`src/rtl/core/json_string_unescape_core_assert.svh`:
```
// Assertion macros for the unescape core.
// Each use is clocked on clk and disabled while rst_n is low.
`ifndef JSON_STRING_UNESCAPE_CORE_ASSERT_SVH
`define JSON_STRING_UNESCAPE_CORE_ASSERT_SVH

`ifndef ASSERT_OFF

// Condition must hold at every edge.
`define JSU_ASSERT(lbl, cond, msg) \
    lbl: assert property (@(posedge clk) disable iff (!rst_n) (cond)) else $error(msg);

// When trig holds, cond must hold at the next edge.
`define JSU_ASSERT_NEXT(lbl, trig, cond, msg) \
    lbl: assert property (@(posedge clk) disable iff (!rst_n) (trig) |=> (cond)) \
        else $error(msg);

`else

`define JSU_ASSERT(lbl, cond, msg)
`define JSU_ASSERT_NEXT(lbl, trig, cond, msg)

`endif

`endif

```
`src/rtl/core/jsu_pkg.sv`:
```
package jsu_pkg;

    typedef enum logic [1:0] {
        MODE_IDLE = 2'd0,
        MODE_STR  = 2'd1,
        MODE_ESC  = 2'd2,
        MODE_HEX  = 2'd3
    } mode_t;

    typedef enum logic [1:0] {
        KIND_CHAR = 2'd0,
        KIND_DONE = 2'd1,
        KIND_ERR  = 2'd2
    } kind_t;

    typedef enum logic [2:0] {
        ERR_NONE      = 3'd0,
        ERR_NO_QUOTE  = 3'd1,
        ERR_BAD_ESC   = 3'd2,
        ERR_BAD_HEX   = 3'd3,
        ERR_NON_ASCII = 3'd4,
        ERR_UNTERM    = 3'd5
    } err_t;

    localparam logic [7:0] CH_QUOTE  = 8'h22;
    localparam logic [7:0] CH_BSLASH = 8'h5C;
    localparam logic [7:0] CH_SLASH  = 8'h2F;
    localparam logic [7:0] CH_U      = 8'h75;
    localparam logic [7:0] CH_SPACE  = 8'h20;
    localparam logic [7:0] CH_TAB    = 8'h09;
    localparam logic [7:0] CH_LF     = 8'h0A;
    localparam logic [7:0] CH_CR     = 8'h0D;
    localparam logic [7:0] CH_BS     = 8'h08;
    localparam logic [7:0] CH_FF     = 8'h0C;
    localparam logic [7:0] CP_MAX    = 8'h7F;

    typedef struct packed {
        logic [7:0] data_byte;
        logic       input_end;
    } raw_beat_t;

    typedef struct packed {
        logic [7:0] out_char;
        kind_t      result_kind;
        err_t       error_code;
    } dec_beat_t;

    // {valid, nibble}
    function automatic logic [4:0] hex_value(input logic [7:0] c);
        logic [4:0] r;
        r = 5'd0;
        if (c >= 8'h30 && c <= 8'h39) begin
            r = {1'b1, 4'(c - 8'h30)};
        end else if (c >= 8'h61 && c <= 8'h66) begin
            r = {1'b1, 4'(c - 8'h57)};
        end else if (c >= 8'h41 && c <= 8'h46) begin
            r = {1'b1, 4'(c - 8'h37)};
        end
        return r;
    endfunction

endpackage

```
`src/rtl/core/json_string_unescape_core.sv`:
```
// JSON string unescape core: one raw byte in, at most one decoded beat out.
// A raw beat is captured in the input register, then decoded into the output register,
// visible on dec_valid, once that register is free or drained; while dec_stall holds a
// full output register, the beat waits in the input register. The decode step is a
// single state update. Throughput: one raw beat per cycle while dec_stall is low.
// Reset (rst_n low, asynchronous): both stages empty, decoder idle awaiting
// an opening quote, hex count and code point cleared.
module json_string_unescape_core (
    input  logic                clk,
    input  logic                rst_n,
    input  logic                raw_valid,
    output logic                raw_stall,
    input  jsu_pkg::raw_beat_t  raw,
    output logic                dec_valid,
    input  logic                dec_stall,
    output jsu_pkg::dec_beat_t  dec
);
    import jsu_pkg::*;

    // Input register stage.
    logic       s1_valid_reg, s1_valid_next;
    raw_beat_t  s1_data_reg;

    // Decoder state.
    mode_t       mode_reg, mode_next;
    logic [1:0]  cnt_reg, cnt_next;
    logic [15:0] acc_reg, acc_next;

    // Output register stage.
    logic       out_valid_reg, out_valid_next;
    dec_beat_t  out_data_reg;

    logic       advance;
    logic       has_res;
    dec_beat_t  res;
    logic [4:0] hv;
    logic [15:0] acc_shift;

    // Assertion terms.
    logic       chk_kind_code;
    logic       chk_hex_clear;
    logic       chk_final;

    // Decode proceeds when the output register is free or being drained this cycle.
    assign advance   = s1_valid_reg && (!out_valid_reg || !dec_stall);
    assign raw_stall = s1_valid_reg && !advance;

    assign dec_valid = out_valid_reg;
    assign dec       = out_data_reg;

    assign hv        = hex_value(s1_data_reg.data_byte);
    assign acc_shift = {acc_reg[11:0], hv[3:0]};

    // Decode step: one byte against the current mode.
    always_comb
    begin
        has_res   = 1'b0;
        res       = '{out_char: 8'd0, result_kind: KIND_CHAR, error_code: ERR_NONE};
        mode_next = mode_reg;
        cnt_next  = cnt_reg;
        acc_next  = acc_reg;

        if (s1_data_reg.input_end) begin
            has_res          = 1'b1;
            res.result_kind  = KIND_ERR;
            res.error_code   = (mode_reg == MODE_IDLE) ? ERR_NO_QUOTE : ERR_UNTERM;
            mode_next        = MODE_IDLE;
            cnt_next         = 2'd0;
            acc_next         = 16'd0;
        end else begin
            unique case (mode_reg)
                MODE_IDLE:
                begin
                    priority if (s1_data_reg.data_byte == CH_SPACE ||
                                 s1_data_reg.data_byte == CH_TAB ||
                                 s1_data_reg.data_byte == CH_LF ||
                                 s1_data_reg.data_byte == CH_CR) begin
                        // whitespace before the string: dropped
                    end else if (s1_data_reg.data_byte == CH_QUOTE) begin
                        mode_next = MODE_STR;
                    end else begin
                        has_res         = 1'b1;
                        res.result_kind = KIND_ERR;
                        res.error_code  = ERR_NO_QUOTE;
                    end
                end
                MODE_STR:
                begin
                    priority if (s1_data_reg.data_byte == CH_QUOTE) begin
                        has_res         = 1'b1;
                        res.result_kind = KIND_DONE;
                        mode_next       = MODE_IDLE;
                        cnt_next        = 2'd0;
                        acc_next        = 16'd0;
                    end else if (s1_data_reg.data_byte == CH_BSLASH) begin
                        mode_next = MODE_ESC;
                    end else begin
                        has_res      = 1'b1;
                        res.out_char = s1_data_reg.data_byte;
                    end
                end
                MODE_ESC:
                begin
                    has_res   = 1'b1;
                    mode_next = MODE_STR;
                    unique case (s1_data_reg.data_byte)
                        CH_QUOTE:  res.out_char = CH_QUOTE;
                        CH_BSLASH: res.out_char = CH_BSLASH;
                        CH_SLASH:  res.out_char = CH_SLASH;
                        8'h62:     res.out_char = CH_BS;    // b
                        8'h66:     res.out_char = CH_FF;    // f
                        8'h6E:     res.out_char = CH_LF;    // n
                        8'h72:     res.out_char = CH_CR;    // r
                        8'h74:     res.out_char = CH_TAB;   // t
                        CH_U:
                        begin
                            has_res   = 1'b0;
                            mode_next = MODE_HEX;
                            cnt_next  = 2'd0;
                            acc_next  = 16'd0;
                        end
                        default:
                        begin
                            res.result_kind = KIND_ERR;
                            res.error_code  = ERR_BAD_ESC;
                            mode_next       = MODE_IDLE;
                            cnt_next        = 2'd0;
                            acc_next        = 16'd0;
                        end
                    endcase
                end
                MODE_HEX:
                begin
                    priority if (!hv[4]) begin
                        has_res         = 1'b1;
                        res.result_kind = KIND_ERR;
                        res.error_code  = ERR_BAD_HEX;
                        mode_next       = MODE_IDLE;
                        cnt_next        = 2'd0;
                        acc_next        = 16'd0;
                    end else if (cnt_reg != 2'd3) begin
                        cnt_next = cnt_reg + 2'd1;
                        acc_next = acc_shift;
                    end else begin
                        // fourth digit: range check the finished code point
                        has_res  = 1'b1;
                        cnt_next = 2'd0;
                        acc_next = 16'd0;
                        if (acc_shift > {8'd0, CP_MAX}) begin
                            res.result_kind = KIND_ERR;
                            res.error_code  = ERR_NON_ASCII;
                            mode_next       = MODE_IDLE;
                        end else begin
                            res.out_char = acc_shift[7:0];
                            mode_next    = MODE_STR;
                        end
                    end
                end
                default:
                begin
                    mode_next = MODE_IDLE;
                end
            endcase
        end
    end

    // Stage valid flags.
    always_comb
    begin
        s1_valid_next  = raw_stall ? s1_valid_reg : raw_valid;
        out_valid_next = advance ? has_res : (out_valid_reg && dec_stall);
    end

    always_ff @(posedge clk or negedge rst_n)
    begin
        if (!rst_n) begin
            s1_valid_reg  <= 1'b0;
            out_valid_reg <= 1'b0;
            mode_reg      <= MODE_IDLE;
            cnt_reg       <= 2'd0;
            acc_reg       <= 16'd0;
        end else begin
            s1_valid_reg  <= s1_valid_next;
            out_valid_reg <= out_valid_next;
            if (advance) begin
                mode_reg <= mode_next;
                cnt_reg  <= cnt_next;
                acc_reg  <= acc_next;
            end
        end
    end

    // Payload registers: no reset.
    always_ff @(posedge clk)
    begin
        if (raw_valid && !raw_stall) begin
            s1_data_reg <= raw;
        end
        if (advance && has_res) begin
            out_data_reg <= res;
        end
    end

    assign chk_kind_code = (out_data_reg.result_kind == KIND_ERR) ==
                           (out_data_reg.error_code != ERR_NONE);
    assign chk_hex_clear = (mode_reg == MODE_HEX) || (cnt_reg == 2'd0 && acc_reg == 16'd0);
    assign chk_final     = advance && has_res && (res.result_kind != KIND_CHAR);

`include "json_string_unescape_core_assert.svh"

    `JSU_ASSERT(a_err_has_code, !out_valid_reg || chk_kind_code, "error kind and code disagree")
    `JSU_ASSERT(a_hex_clear, chk_hex_clear, "hex state left over outside hex mode")
    `JSU_ASSERT_NEXT(a_end_idle, chk_final, mode_reg == MODE_IDLE, "not idle after done or error")
    `JSU_ASSERT_NEXT(a_s1_hold, raw_stall, s1_valid_reg && $stable(s1_data_reg), "stalled beat lost")

endmodule
```
`config.mk`:
```
export PLATFORM = sky130hd
export DESIGN_NAME = json_string_unescape_core
export DESIGN_NICKNAME = d
export VERILOG_FILES = /design/src/rtl/core/jsu_pkg.sv /design/src/rtl/core/json_string_unescape_core.sv
export VERILOG_INCLUDE_DIRS = /design/src /design/src/rtl/core
export SDC_FILE = /design/constraint.sdc
export NUM_CORES = 1
export LEC_CHECK = 0
export BUFFER_PORTS_ARGS = -buffer_cell sky130_fd_sc_hd__buf_2
export CAP_MARGIN = 20
export CORE_ASPECT_RATIO = 1.2
export CORE_MARGIN = 2
export CORE_UTILIZATION = 50
export DETAILED_ROUTE_END_ITERATION = 6
export GPL_TIMING_DRIVEN = 1
export HOLD_SLACK_MARGIN = 0.1
export MAX_ROUTING_LAYER = met4
export PLACE_DENSITY = 0.7
export SLEW_MARGIN = 20
export SYNTH_ARGS = -nofsm -noshare
export SYNTH_HDL_FRONTEND = slang
export SYNTH_SLANG_ARGS = --single-unit
export TNS_END_PERCENT = 100
```
`constraint.sdc`:
```
create_clock -name clk -period 4.4 [get_ports clk]
set_input_delay 0.22 -clock clk [delete_from_list [all_inputs] [get_ports clk]]
set_output_delay 0.22 -clock clk [all_outputs]
set_load 0.02 [all_outputs]
```
# Word level (Yosys, flattened, before mapping)
# Cells that the tools add are included.
[classes]
add_sub_neg = 4
n_lt_le_gt_ge = 7
n_eq_ne = 23
n_mux = 52
n_reduce_logical = 22
[op_table]
columns = ["cell", "n"]
rows = [
  ["12-bit two-way mux", 5],
  ["8-bit by 7-bit == test with 1-bit output, second input constant", 7],
  ["7-bit case mux with 8 select lines", 1],
  ["5-bit two-way mux", 8],
  ["12-bit case mux with 3 select lines", 1],
  ["8-bit two-way mux", 4],
  ["8-bit by 4-bit == test with 1-bit output, second input constant", 3],
  ["8-bit by 6-bit == test with 1-bit output, second input constant", 3],
  ["2-bit two-way mux", 12],
  ["8-bit case mux with 3 select lines", 1],
  ["8-bit by 7-bit >= comparator with 1-bit output, second input constant", 2],
  ["16-bit by 7-bit > comparator with 1-bit output, second input constant", 1],
  ["8-bit by 7-bit less-or-equal comparator with 1-bit output, second input constant", 2],
  ["2-bit case mux with 4 select lines", 2],
  ["13-bit two-way mux", 1],
  ["1-bit two-way mux", 11],
  ["3-bit != test, second input constant", 3],
  ["3-bit case mux with 3 select lines", 1],
  ["9-bit OR reduction", 1],
  ["8-bit by 6-bit >= comparator with 1-bit output, second input constant", 1],
  ["8-bit by 6-bit less-or-equal comparator with 1-bit output, second input constant", 1],
  ["1-bit logical AND", 8],
  ["4-bit != test, second input constant", 2],
  ["8-bit OR reduction", 1],
  ["17 further kinds", 26],
]
[totals]
regBits = 40
in_bits = 13
elab_cells = 118

# Depth between registers and ports, before layout
[depth]
word_depth = 11
ltp_mapped = 9
ltp_nobuf = 8

# Worst setup path before layout
# Ideal clock, no wire load.
[synth_timing]
path_type = "flip-flop to flip-flop"
from = "register s1_data_reg[1] (netlist bit)"
to = "register out_data_reg, in the netlist dec[0], enable pin"
setup_ns = 0.303
arrival_time_ns = 2.336
required_ns = 4.097
path_slack_ns = 1.760
path_stages_with_launch = 9
path_buffers = 0
cell_sequence = "edfxtp_1 > inv_1 > ha_1 > nor2_1 > or4_1 > a2111oi_0 > o21a_1 > nand4b_1 > and3_1"
[synth_between]
elab_chain_len = 9
word_cells_on_any_way = 31
cone_classes = "order compare (6); eq/ne (7); mux (11); reduce/logical (7)"
[synth_lines]
columns = ["element", "line", "rtl"]
rows = [
  ["start: declaration", "json_string_unescape_core.sv:22", "raw_beat_t s1_data_reg;"],
  ["start signal: assignment", "json_string_unescape_core.sv:197", "s1_data_reg <= raw;"],
  ["8-bit by 7-bit >= comparator with 1-bit output / 8-bit by 7-bit less-or-equal comparator with 1-bit output (equally long branches)", "jsu_pkg.sv:56", "end else if (c >= 8'h41 && c <= 8'h46) begin"],
  ["1-bit logical AND", "jsu_pkg.sv:56", ""],
  ["5-bit two-way mux", "jsu_pkg.sv:56", ""],
  ["5-bit two-way mux", "jsu_pkg.sv:54", "end else if (c >= 8'h61 && c <= 8'h66) begin"],
  ["5-bit two-way mux", "jsu_pkg.sv:52", "if (c >= 8'h30 && c <= 8'h39) begin"],
  ["1-bit two-way mux", "json_string_unescape_core.sv:134", "priority if (!hv[4]) begin"],
  ["1-bit case mux with 4 select lines *", "json_string_unescape_core.sv:71", "unique case (mode_reg)"],
  ["1-bit two-way mux *", "json_string_unescape_core.sv:63", "if (s1_data_reg.input_end) begin"],
  ["1-bit logical AND *", "--", ""],
  ["end signal: assignment", "json_string_unescape_core.sv:200", "out_data_reg <= res;"],
  ["end: declaration", "json_string_unescape_core.sv:31", "dec_beat_t out_data_reg;"],
]
# Every way passes the cells marked *; elsewhere a longest branch is shown, timed or not.
# A chain may end at the register's enable or synchronous reset.

# Worst setup path after layout
[layout_timing]
from = "register s1_data_reg[1] (netlist bit)"
to = "register acc_reg[0]"
[layout_between]
elab_chain_len = 9
word_cells_on_any_way = 31
cone_classes = "add/sub (3); order compare (6); eq/ne (10); mux (7); reduce/logical (5)"
[layout_lines]
columns = ["element", "line", "rtl"]
rows = [
  ["8-bit by 7-bit >= comparator with 1-bit output / 8-bit by 7-bit less-or-equal comparator with 1-bit output (equally long branches)", "jsu_pkg.sv:56", ""],
  ["1-bit logical AND", "jsu_pkg.sv:56", ""],
  ["5-bit two-way mux", "jsu_pkg.sv:56", ""],
  ["5-bit two-way mux", "jsu_pkg.sv:54", ""],
  ["5-bit two-way mux", "jsu_pkg.sv:52", ""],
  ["12-bit two-way mux", "json_string_unescape_core.sv:141", "end else if (cnt_reg != 2'd3) begin"],
  ["12-bit two-way mux", "json_string_unescape_core.sv:134", ""],
  ["12-bit case mux with 3 select lines", "json_string_unescape_core.sv:71", ""],
  ["12-bit two-way mux", "json_string_unescape_core.sv:63", ""],
  ["end signal: assignment", "json_string_unescape_core.sv:188", "acc_reg <= acc_next;"],
  ["end: declaration", "json_string_unescape_core.sv:27", "logic [15:0] acc_reg, acc_next;"],
]
# Several ways; a longest one is shown, not always the timed one.

==> metrics.md <==
| Metric | Value |
|---|---|
| Longest Clk Path Bufs | `2` |
| Crit Reg-Reg Startpoint | `s1_data_reg[1]$_DFFE_PP_` |
| Ys Warns | `0` |
| First-pass GRT wire length | `8710 microns` |
| TritonCTS clock tree | `yes` |
| # rows | `27` |
| Fin crit period | `3.03 ns` |
| I/O Buffers | `27` |
| Switch share | `0.349` |
| Critical Path RT | `4.58 ns` |
| Area Growth Syn to Fin | `14.4%` |
| Sequential share of the synthesized area | `0.463` |
| DRT Wirelength | `5110 microns` |
| DRC Markers | `0` |
| Slew headroom | `0.401` |
| Die extent in y | `79.9 microns` |
| Net switching power | `382 uW` |
| Power per cell area | `398 mW/mm^2` |
| Multiplexer share of the synthesized area | `0.0641` |
| Final HPWL DP | `3810 microns` |
| Die ar. | `0.00537 sq mm` |
| Largest net degree at the start of global routing | `19` |
| Slew Viols, Final | `0` |
| Post-synth EDFFs | `22` |
| Clock Latency Late Sink | `0.30 ns` |
| First drt pass iteration count | `4` |
| Worst hold slack | `0.120 ns` |
| Dpl cell area | `0.00255 sq mm` |
| Largest register FFs | `13` |
| Most common cell after layout, fill and taps aside | `buf_2` |
| Fin crit share | `0.688` |
| Total Routing Usage GR | `0.220` |
| Unrepaired setup endpoints after global routing | `false` |
| Final setup fails | `0` |
| Simple-Gate Fraction of Synth Area | `0.201` |
| FF/Latch Area | `0.00111 sq mm` |
| Antenna violations before repair | `0` |
| Fillcell total | `407` |
| Reg-to-Reg End | `acc_reg[0]$_DFFE_PN0P_` |
| Crit path max fanout | `14` |
| WS Path Type | `flop to flop` |
| Initial DRC count | `136` |
| Largest family of logic cells by synthesized area | `simple AND/OR/NAND/NOR gates` |
| Outcome | `finished, final reports clean` |
| Crit start category | `flop` |
| Cell Area, Synth | `0.00240 sq mm` |
| Grt total ovfl | `0` |
| Yosys reg bits | `40` |
| Vias/cell | `5.79` |
| Top FF cell, synth | `edfxtp_1` |
| Peak VDD IR | `274 uV` |
| Hold Crit Class | `primary input to flop` |
| Core area | `0.00459 sq mm` |
| Most frequent cells in the layout | `27 x buf_2, 26 x nand2_1, 22 x edfxtp_1` |
| Compound-Gate Fraction of Synth Area | `0.155` |
| Clock sink count | `40` |
| Fin area | `0.00275 sq mm` |
| Syn Nets | `259` |
| Adder-cell share of the synthesized area | `0.0574` |
| Final Hold Viols | `0` |
| Reg2Reg Setup Slack | `1.37 ns` |
| Crit. End Element | `flop` |
| Leakage power | `0.00108 uW` |
| Fmax | `0.330 GHz` |
| Layout Utilization | `0.597` |
| Nets@finish | `293` |
| Final Skew | `0.0117 ns` |
| Max Cap Viol | `0` |
| Arrival time worst endpoint | `3.21 ns` |
| Avg WL per Cell | `15.6 microns` |
| Share of layout cells above drive strength 1 | `0.170` |
| Antenna-violating nets left | `0` |
| Multi-input logic area | `0.00116 sq mm` |
| Initial core utilization | `0.522` |
| Antenna Cells | `0` |
| Ys async rst share | `0.450` |
| Synth Area in XOR/XNOR | `0.00730` |
| Reg power frac | `0.446` |
| Clock share of power | `0.230` |
| Slew @ Worst Pin | `0.898 ns` |
| # IOs | `28` |
| Comb pwr share | `0.324` |
| Vias in the first global route | `1851` |
| CP Capture Point | `acc_reg[0]$_DFFE_PN0P_` |
| Cell variety after synth | `57` |
| Gp weighted congestion | `0.976` |
| Worst reg2reg path depth | `8` |
| CTS buffer count | `5` |
| Cells after Synth | `235` |
| Syn Area/Cell | `10.2 sq um` |
| DR vias | `1898` |
| H-tree Lvls | `2` |
| Setup crit start | `s1_data_reg[1]$_DFFE_PP_` |
| Clk pin slew, worst setup/hold paths | `0.07 ns` |
| Setup TNS | `0 ns` |
| Power Internal | `711 uW` |
| Clk root buf | `clkbuf_8` |
| Die Span X | `67.2 microns` |
synthesized netlist by cell type (4+ instances only):
cell type | n | area share
mux2i_1 | 12 | 0.050
or3_1 | 5 | 0.013
ha_1 | 11 | 0.057
a21oi_1 | 10 | 0.021
edfxtp_1 | 22 | 0.28
nand2b_1 | 6 | 0.016
nand2_1 | 26 | 0.041
nor2_1 | 6 | 0.0094
o211ai_1 | 4 | 0.013
nand3_1 | 10 | 0.021
dfrtp_1 | 18 | 0.19
inv_1 | 19 | 0.030
clkbuf_1 | 4 | 0.0063
o21a_1 | 6 | 0.019
and3_1 | 4 | 0.010
nor3_1 | 5 | 0.010
o21ai_0 | 11 | 0.023
stage by stage:
stage | worst slack, ns | cells | power (uW)
6_report | 1.37 | 328 | 1090
5_1_grt | 1.13 | 328 | 1150
4_1_cts | 1.38 | 328 | 1100
3_5_place_dp | 1.39 | 310 | 839
3_3_place_gp | 1.50 | 310 | 841
2_1_floorplan | 1.76 | 235 | 750
how the worst min path moves through the flow:
stage                                          end  cells after the start  slack (ns)      start
after floorplan             acc_reg[0]$_DFFE_PN0P_                      0       -0.08      rst_n
after global placement      acc_reg[2]$_DFFE_PN0P_                      1        0.18      rst_n
after detailed placement    acc_reg[2]$_DFFE_PN0P_                      1        0.19      rst_n
after CTS                 s1_valid_reg$_DFFE_PN0N_                      2        0.12  raw_valid
after global routing      s1_valid_reg$_DFFE_PN0N_                      2        0.14  raw_valid
final                     s1_valid_reg$_DFFE_PN0N_                      2        0.12  raw_valid
worst max-delay path, cell delays in order (launching register included):
cell and delay, ns:
edfxtp_1 0.48, inv_1 0.12, ha_1 0.26, and3b_1 0.22
o21ai_0 0.16, o311ai_0 0.25, o21a_1 0.32, o21ai_2 0.71
mux2_2 0.41
power by group through the flow:
stage / logic [uW] / registers, uW / clock network (uW)
final: 354 / 487 / 252
after global routing: 386 / 494 / 269
after CTS: 352 / 488 / 256
after detailed placement: 344 / 496 / 0
after global placement: 345 / 496 / 0
after floorplan: 231 / 519 / 0
repair_timing:
item / in CTS / in global routing
setup buffers: 0 / 0
hold buffers: 10 / 0
resized for setup: 0 / 0
endpoints found under the hold margin: 27 / 0
cell type report:
| cell class | instances | share of cell area |
|---|---|---|
| multi-input cells | 166 | 0.423 |
| well taps | 58 | 0.0264 |
| flip-flops and latches | 40 | 0.405 |
| repair buffers | 37 | 0.0857 |
| clock buffers | 6 | 0.0301 |
| clock inverters | 2 | 0.00365 |
| inverters | 19 | 0.0260 |
per-layer routing:
layer  up-vias  routed length (microns)  track usage
li1        922                        -            -
met1       888                     2140        0.267
met2        75                     2540        0.361
met3        13                      301       0.0409
met4         0                      131       0.0816
met5         -                        0            -
logic make-up after synthesis:
group           count (synthesis)
fa+ha+maj                      11
buf+inv                        29
simple gates                   85
flops                          40
xor+xnor                        2
mux                            15
compound gates                 53
Note: power is estimated with default switching activity, not from simulation.
